## config.mk

```make
export PLATFORM = sky130hd
export DESIGN_NAME = rgb_to_hsv_converter
export DESIGN_NICKNAME = d
export VERILOG_FILES = /design/src/design/rgbhsv_pkg.sv /design/src/design/rgbhsv_front.sv /design/src/design/rgbhsv_div_cell.sv /design/src/design/rgb_to_hsv_converter.sv
export SDC_FILE = /design/constraint.sdc
export NUM_CORES = 2
export LEC_CHECK = 0
export ABC_CLOCK_PERIOD_IN_PS = 37700
export BUFFER_PORTS_ARGS = -buffer_cell sky130_fd_sc_hd__buf_2
export CAP_MARGIN = 10
export CORE_UTILIZATION = 59
export CTS_CLUSTER_SIZE = 24
export DETAILED_ROUTE_END_ITERATION = 10
export GPL_ROUTABILITY_DRIVEN = 1
export HOLD_SLACK_MARGIN = 0.1
export PLACE_DENSITY = 0.84
export SLEW_MARGIN = 40
export SYNTH_ARGS = -nofsm -noshare
export SYNTH_HDL_FRONTEND = slang
export SYNTH_SLANG_ARGS = --single-unit
```

## constraint.sdc

```tcl
create_clock -name i_clk -period 37.7 [get_ports i_clk]
set_input_delay 3.77 -clock i_clk [delete_from_list [all_inputs] [get_ports i_clk]]
set_output_delay 3.77 -clock i_clk [all_outputs]
set_load 0.02 [all_outputs]
```

## src/design/rgbhsv_pkg.sv

```systemverilog
// Shared types and constants for the RGB to HSV converter.
// No dependencies; every module of the block imports this package.
`timescale 1ns / 1ps

package rgbhsv_pkg;

    localparam int CH_W     = 8;                // channel width
    localparam int HUE_FRAC = 6;                // hue fraction bits (1/64 degree)
    localparam int HUE_W    = HUE_FRAC + 9;     // 15-bit hue
    localparam int Q_W      = 12;               // quotient bits per divider (3840 < 4096)
    localparam int NUM_W    = 20;               // dividend width (3840*255 < 2^20)
    localparam int DSH_W    = CH_W + Q_W - 1;   // divisor aligned to top quotient bit
    localparam int IN_W     = 3 * CH_W;         // 24, already whole bytes
    localparam int OUT_W    = 32;               // 15 + 8 + 8 = 31, padded to bytes

    localparam logic [Q_W-1:0]   HUE_UNIT = 12'd3840;   // 60 degrees
    localparam logic [HUE_W-1:0] HUE_FULL = 15'd23040;  // 360 degrees

    typedef enum logic [1:0] {
        SEC_RED,
        SEC_GREEN,
        SEC_BLUE
    } t_sector;

    // One restoring divider in flight
    typedef struct packed {
        logic [NUM_W-1:0] rem;   // partial remainder
        logic [DSH_W-1:0] dsh;   // divisor shifted to the current quotient bit
        logic [Q_W-1:0]   q;     // quotient bits so far
    } t_div;

    // Pixel context riding along the chain
    typedef struct packed {
        t_sector         sector;
        logic            neg;    // hue difference was negative
        logic            grey;   // all channels equal
        logic [CH_W-1:0] mx;
    } t_meta;

    typedef struct packed {
        logic  valid;
        t_div  hue;
        t_div  sat;
        t_meta meta;
    } t_stage;

endpackage

```

## src/design/rgbhsv_front.sv

```systemverilog
// Input stage: max/min, hue sector, dividends and aligned divisors.
// Depends on rgbhsv_pkg.
`timescale 1ns / 1ps

module rgbhsv_front import rgbhsv_pkg::*; (
    input  logic            i_clk,
    input  logic            i_rst_n,
    input  logic            i_en,
    input  logic            i_valid,
    input  logic [CH_W-1:0] i_red,
    input  logic [CH_W-1:0] i_green,
    input  logic [CH_W-1:0] i_blue,
    output t_stage          o_stage
);

    logic [CH_W-1:0]  w_mx, w_mn, w_delta, w_dmag;
    logic [NUM_W-1:0] w_hnum;
    t_stage           n_stage, r_stage;

    always_comb begin
        w_mx = (i_red > i_green) ? i_red : i_green;
        w_mx = (w_mx > i_blue) ? w_mx : i_blue;
        w_mn = (i_red < i_green) ? i_red : i_green;
        w_mn = (w_mn < i_blue) ? w_mn : i_blue;
        w_delta = w_mx - w_mn;

        // sector priority: red, green, blue
        n_stage.meta.mx   = w_mx;
        n_stage.meta.grey = (w_delta == '0);
        if (i_red == w_mx) begin
            n_stage.meta.sector = SEC_RED;
            n_stage.meta.neg    = (i_green < i_blue);
            w_dmag = n_stage.meta.neg ? (i_blue - i_green) : (i_green - i_blue);
        end else if (i_green == w_mx) begin
            n_stage.meta.sector = SEC_GREEN;
            n_stage.meta.neg    = (i_blue < i_red);
            w_dmag = n_stage.meta.neg ? (i_red - i_blue) : (i_blue - i_red);
        end else begin
            n_stage.meta.sector = SEC_BLUE;
            n_stage.meta.neg    = (i_red < i_green);
            w_dmag = n_stage.meta.neg ? (i_green - i_red) : (i_red - i_green);
        end

        w_hnum = NUM_W'(w_dmag) * NUM_W'(HUE_UNIT);

        n_stage.valid   = i_valid;
        n_stage.hue.rem = w_hnum;
        n_stage.hue.dsh = DSH_W'(w_delta) << (Q_W - 1);
        n_stage.hue.q   = '0;
        // 255*delta as (delta << 8) - delta
        n_stage.sat.rem = NUM_W'({w_delta, {CH_W{1'b0}}}) - NUM_W'(w_delta);
        n_stage.sat.dsh = DSH_W'(w_mx) << (Q_W - 1);
        n_stage.sat.q   = '0;
    end

    always_ff @(posedge i_clk) begin
        if (!i_rst_n) begin
            r_stage.valid <= 1'b0;
        end else if (i_en) begin
            r_stage.valid <= n_stage.valid;
        end
        if (i_en) begin
            r_stage.hue  <= n_stage.hue;
            r_stage.sat  <= n_stage.sat;
            r_stage.meta <= n_stage.meta;
        end
    end

    assign o_stage = r_stage;

endmodule

```

## src/design/rgbhsv_div_cell.sv

```systemverilog
// One divider cell: resolves one quotient bit of the hue and of the
// saturation division, then hands the pixel to the next cell. Uses rgbhsv_pkg.
`timescale 1ns / 1ps

module rgbhsv_div_cell import rgbhsv_pkg::*; (
    input  logic   i_clk,
    input  logic   i_rst_n,
    input  logic   i_en,
    input  t_stage i_stage,
    output t_stage o_stage
);

    t_stage n_stage, r_stage;

    function automatic t_div div_step(input t_div d);
        t_div o;
        logic ge;
        ge    = (d.rem >= NUM_W'(d.dsh));
        o.rem = ge ? (d.rem - NUM_W'(d.dsh)) : d.rem;
        o.q   = {d.q[Q_W-2:0], ge};
        o.dsh = d.dsh >> 1;
        return o;
    endfunction

    always_comb begin
        n_stage       = i_stage;
        n_stage.hue   = div_step(i_stage.hue);
        n_stage.sat   = div_step(i_stage.sat);
    end

    always_ff @(posedge i_clk) begin
        if (!i_rst_n) begin
            r_stage.valid <= 1'b0;
        end else if (i_en) begin
            r_stage.valid <= n_stage.valid;
        end
        if (i_en) begin
            r_stage.hue  <= n_stage.hue;
            r_stage.sat  <= n_stage.sat;
            r_stage.meta <= n_stage.meta;
        end
    end

    assign o_stage = r_stage;

endmodule

```

## src/design/rgb_to_hsv_converter.sv

```systemverilog
// Top level of the RGB to HSV converter: input stage, a row of divider
// cells and the output register. Depends on rgbhsv_pkg, rgbhsv_front, rgbhsv_div_cell.
`timescale 1ns / 1ps

// Channel   Dir  Fields (tdata, low bit first)
// s_axis    in   red[7:0], green[15:8], blue[23:16]
// m_axis    out  hue[14:0], saturation[22:15], brightness[30:23], bit 31 zero
//
// One pixel per cycle sustained while m_axis is not stalled; the path is the input
// stage, 12 divider cells and the output register. The 12 cells each settle one quotient
// bit of both divisions, so the chain length sets the latency.
// i_rst_n is synchronous, active low, and empties every stage.
// A stall on m_axis freezes the whole chain; s_axis_tready drops only while
// the output register holds an item that is not taken.

module rgb_to_hsv_converter import rgbhsv_pkg::*; (
    input  logic             i_clk,
    input  logic             i_rst_n,
    input  logic             s_axis_tvalid,
    output logic             s_axis_tready,
    input  logic [IN_W-1:0]  s_axis_tdata,   // red, green, blue
    output logic             m_axis_tvalid,
    input  logic             m_axis_tready,
    output logic [OUT_W-1:0] m_axis_tdata    // hue, saturation, brightness, pad
);

    logic               w_en;
    t_stage             w_chain [0:Q_W];
    logic               r_out_valid;
    logic [HUE_W-1:0]   r_hue, n_hue;
    logic [CH_W-1:0]    r_sat, n_sat;
    logic [CH_W-1:0]    r_val;
    logic [HUE_W:0]     w_sum;      // one extra bit for the sign
    logic [HUE_W-1:0]   w_off;
    logic               w_carry;
    t_stage             w_last;

    // whole chain moves together
    assign w_en          = !r_out_valid || m_axis_tready;
    assign s_axis_tready = w_en;

    rgbhsv_front u_front (
        .i_clk   (i_clk),
        .i_rst_n (i_rst_n),
        .i_en    (w_en),
        .i_valid (s_axis_tvalid),
        .i_red   (s_axis_tdata[CH_W-1:0]),
        .i_green (s_axis_tdata[2*CH_W-1:CH_W]),
        .i_blue  (s_axis_tdata[3*CH_W-1:2*CH_W]),
        .o_stage (w_chain[0])
    );

    // quotient bit Q_W-1 first, bit 0 last
    for (genvar g = 0; g < Q_W; g++) begin : g_cell
        rgbhsv_div_cell u_cell (
            .i_clk   (i_clk),
            .i_rst_n (i_rst_n),
            .i_en    (w_en),
            .i_stage (w_chain[g]),
            .o_stage (w_chain[g+1])
        );
    end

    assign w_last = w_chain[Q_W];

    // Sector offset plus floor quotient; a negative difference rounds toward
    // minus infinity, and a negative total wraps by 360 degrees.
    always_comb begin
        case (w_last.meta.sector)
            SEC_RED:   w_off = '0;
            SEC_GREEN: w_off = HUE_W'({HUE_UNIT, 1'b0});
            SEC_BLUE:  w_off = HUE_W'({HUE_UNIT, 2'b00});
            default:   w_off = '0;
        endcase
        w_carry = |w_last.hue.rem;
        if (w_last.meta.neg) begin
            w_sum = (HUE_W+1)'(w_off) - (HUE_W+1)'(w_last.hue.q) - (HUE_W+1)'(w_carry);
        end else begin
            w_sum = (HUE_W+1)'(w_off) + (HUE_W+1)'(w_last.hue.q);
        end
        if (w_sum[HUE_W]) begin
            w_sum = w_sum + (HUE_W+1)'(HUE_FULL);
        end
        if (w_last.meta.grey) begin
            n_hue = '0;
            n_sat = '0;
        end else begin
            n_hue = w_sum[HUE_W-1:0];
            n_sat = w_last.sat.q[CH_W-1:0];
        end
    end

    always_ff @(posedge i_clk) begin
        if (!i_rst_n) begin
            r_out_valid <= 1'b0;
        end else if (w_en) begin
            r_out_valid <= w_last.valid;
        end
        if (w_en) begin
            r_hue <= n_hue;
            r_sat <= n_sat;
            r_val <= w_last.meta.mx;
        end
    end

    assign m_axis_tvalid = r_out_valid;
    assign m_axis_tdata  = {1'b0, r_val, r_sat, r_hue};

    // hue always inside one turn
    a_hue_range: assert property (@(posedge i_clk) disable iff (!i_rst_n)
        r_out_valid |-> (r_hue < HUE_FULL))
        else $error("hue out of range");

    // zero saturation only for grey pixels, which carry zero hue
    a_grey_hue: assert property (@(posedge i_clk) disable iff (!i_rst_n)
        (r_out_valid && (r_sat == '0)) |-> (r_hue == '0))
        else $error("nonzero hue with zero saturation");

    // hue quotient never exceeds one sector
    a_quot_bound: assert property (@(posedge i_clk) disable iff (!i_rst_n)
        (w_last.valid && !w_last.meta.grey) |-> (w_last.hue.q <= HUE_UNIT))
        else $error("hue quotient overflow");

    // a stalled result is not overwritten
    a_hold: assert property (@(posedge i_clk) disable iff (!i_rst_n)
        (r_out_valid && !m_axis_tready) |=> (r_out_valid && $stable(r_hue)
                                             && $stable(r_sat) && $stable(r_val)))
        else $error("output changed under stall");

endmodule
```

==> results.sh <==
export IMPL_outcome="complete, no violations"
export IMPL_grt_pass1_wl_um=131000
export IMPL_syn_avg_cell_area_um2=12.0
export IMPL_crit_slowest_cell="a211oi_4"
export IMPL_cts_setup_buffers=0
export IMPL_fin_skew_ns=0.0265
export IMPL_min_to="g_cell[1].u_cell.o_stage[11]"
export IMPL_routed_wl_um=79900
export IMPL_drv_slew=0
export IMPL_cp_num_buf_inv=4
export IMPL_n_antenna_cell=0
export IMPL_final_nets=4101
export IMPL_synth_distinct_cells=94
export IMPL_die_h_um=273
export IMPL_setup_viol=0
export IMPL_grt_pass1_vias=27300
export IMPL_leakagePower_nw=19.4
export IMPL_dp_hpwl_um=56900
export IMPL_core_mm2=0.0728
export IMPL_clkSlewWorstSetupHoldPaths_ns=0.06
export IMPL_final_min_clock_period_ns=11.21
export IMPL_cts_sinks=828
export IMPL_ff_latch_area_mm2=0.0247
export IMPL_finalHoldViolations=0
export IMPL_vias=26900
export IMPL_crit_top_cell="o21ai_0"
export IMPL_r2r_end="g_cell[11].u_cell.o_stage[65]"
export IMPL_track_usage_pct=21.7
export IMPL_grtUsageMet1_pct=22.4
export IMPL_ff2ff_path_depth=8
export IMPL_tightest_slew_ns=0.867
export IMPL_drt_iter0_drc=1451
export IMPL_die_x_um=273
export IMPL_dr_pass1_iters=7
export IMPL_synth_area_mm2=0.0434
export IMPL_via_per_inst=5.67
export IMPL_grt_overflow_total=0
export IMPL_synthFlopType="edfxtp_1"
export IMPL_gr_usage_met2_pct=42.4
export IMPL_critical_path_top_delay_family="compound AO/OA/AOI/OAI gates"
export IMPL_cp_arrival_ns=11.55
export IMPL_fillCellCount=5025
export IMPL_cp_start_kind="input pin"
export IMPL_tns_ns=0
export IMPL_peakVddDrop_uv=56.6
export IMPL_hp_class="reg2reg"
export IMPL_drtAntennaViolNets=0
export IMPL_synth_seq_cells=828
export IMPL_whs_path_depth=0
export IMPL_yosysWarnings=0
export IMPL_grt_max_degree=94
export IMPL_antenna_found_initial=0
export IMPL_r2r_start="m_axis_tvalid"
export IMPL_critical_path_max_stage_delay_ns=0.71
export IMPL_path_class="in2reg"
export IMPL_period_share_pct=29.7
export IMPL_cts_resized=0
export IMPL_drc_errors=0
export IMPL_crit_required_ns=38.05
export IMPL_power_mw=4.49
export IMPL_cts_made_buffers=85
export IMPL_fmax_mhz=89.2
export IMPL_cts_root_buf="clkbuf_16"
export IMPL_relSlewSlack_pct=41.5
export IMPL_top_usage_layer="met2"
export IMPL_crit_path_end_kind="register"
export IMPL_drive_gt1_share_pct=7.05
export IMPL_dieArea_mm2=0.0747
export IMPL_ios=62
export IMPL_rsz0062_at_grt="no"
export IMPL_async_reset_ff_share_pct=0
export IMPL_hold_buffers=0
export IMPL_start_util_pct=59.6
export IMPL_clockBufferDepth=3
export IMPL_use_met3_pct=2.99
export IMPL_synth_edf_count=814
export IMPL_place_port_buffers=60
export IMPL_row_count=99
export IMPL_synth_cells=3613
export IMPL_fin_area_mm2=0.0477
export IMPL_cp_max_fo=21
export IMPL_postPlaceCellArea_mm2=0.0449
export IMPL_holdWs_ns=0.391
export IMPL_gp_congestion=0.929
export IMPL_tritoncts="built"
export IMPL_cap_violations=0
export IMPL_worstHoldStart="g_cell[0].u_cell.o_stage[11]"
export IMPL_clk_latency_ns=0.62
export IMPL_multi_input_area_mm2=0.0169
export IMPL_cts_htree_levels=3
export IMPL_rrSetupSlack_ns=33.56
export IMPL_yosysSeqAreaShare_pct=56.9
export IMPL_powerDensity_mw_per_mm2=94.1
export IMPL_area_growth_pct=9.82
export IMPL_wl_per_cell_um=16.8
[sequential cells by signal (all words and copies together), names as in the netlist]
signal and count:
r_hue 15, u_front.o_stage 49, r_sat 8, m_axis_tvalid 1
g_cell.u_cell.o_stage 747, r_val 8
[final cells by class]
type                       instances  share of cell area (%)
sequential                       828                    51.8
multi-input combinational       2306                    35.5
clock buffer                      97                    4.69
inverter                         425                    3.36
tap                              959                    2.52
clock inverter                    52                    1.06
timing repair buffer              81                    1.05
[how the worst max path moves through the flow]
| stage | from | end | slack [ns] | cells after the start |
|---|---|---|---|---|
| floorplan | m_axis_tready | s_axis_tready | 7.73 | 3 |
| finish | s_axis_tdata[5] | u_front.o_stage[113] | 26.49 | 32 |
| global placement | s_axis_tdata[3] | u_front.o_stage[113] | 25.50 | 32 |
| global route | s_axis_tdata[3] | u_front.o_stage[113] | 25.85 | 32 |
| CTS | s_axis_tdata[3] | u_front.o_stage[113] | 26.26 | 32 |
| detailed placement | s_axis_tdata[3] | u_front.o_stage[113] | 25.61 | 32 |
[power by group]
part	switching (mW)	internal (mW)
sequential	0.244	1.59
clock	0.341	0.475
combinational	1.02	0.822
[synthesized netlist by cell type (48+ instances only)]
cell type	count	share of area, %
nand2b_1	50	0.72
nor3_1	64	0.74
xnor2_1	155	3.1
o31ai_1	52	0.90
mux2i_1	48	1.1
edfxtp_1	814	56
a21boi_0	67	1.2
nor4_1	52	0.75
nand2_1	273	2.4
nor2_1	214	1.8
inv_1	425	3.7
o21ai_0	216	2.5
xor2_1	115	2.3
nor2b_1	69	0.99
a21oi_1	142	1.6
ha_1	305	8.8
a21o_1	71	1.2
[stage by stage]
| step | setup WS, ns | util, % | cells |
|---|---|---|---|
| 2_1_floorplan | 7.73 | - | 3614 |
| 3_3_place_gp | 25.50 | 61.6 | 4596 |
| 3_5_place_dp | 25.61 | 61.6 | 4597 |
| 4_1_cts | 26.26 | 65.4 | 4746 |
| 5_1_grt | 25.85 | 65.5 | 4748 |
| 6_report | 26.49 | 65.5 | 4748 |
[cell families after synthesis]
kind of cell | Yosys count | share of synthesized area (%)
XOR/XNOR | 271 | 5.48
AO/OA/AOI/OAI | 696 | 10.2
buffers and inverters | 480 | 4.22
flip-flops | 828 | 56.9
adder cells (fa/ha/maj) | 347 | 10.7
AND/OR/NAND/NOR | 918 | 10.6
multiplexers | 72 | 1.78
other | 1 | 0.00863
[cells in the final DEF (no fill, tap or decap), drive strengths merged, types with 72 or more instances in the layout]
cell type / n
a21o: 72
a21oi: 144
buf: 81
clkbuf: 97
edfxtp: 814
ha: 305
inv: 429
nand2: 273
nor2: 216
o21ai: 225
xnor2: 155
xor2: 116
[worst reg2reg max path, stage by stage (launching register included)]
cell and delay [ns]:
dfxtp_1 0.31, nor2b_1 0.12, buf_4 0.19, inv_8 0.42
buf_6 0.67, buf_6 0.72, buf_4 0.61, buf_6 0.46
buf_12 0.32
[metal layers]
layer / part of all wire, % / up-vias / wire length (um)
li1: - / 13200 / -
met1: 37 / 12800 / 29600
met2: 55 / 656 / 44000
met3: 3.3 / 204 / 2660
met4: 4.5 / 0 / 3620
met5: 0 / - / 0
Power figures use the tool's default switching activity.
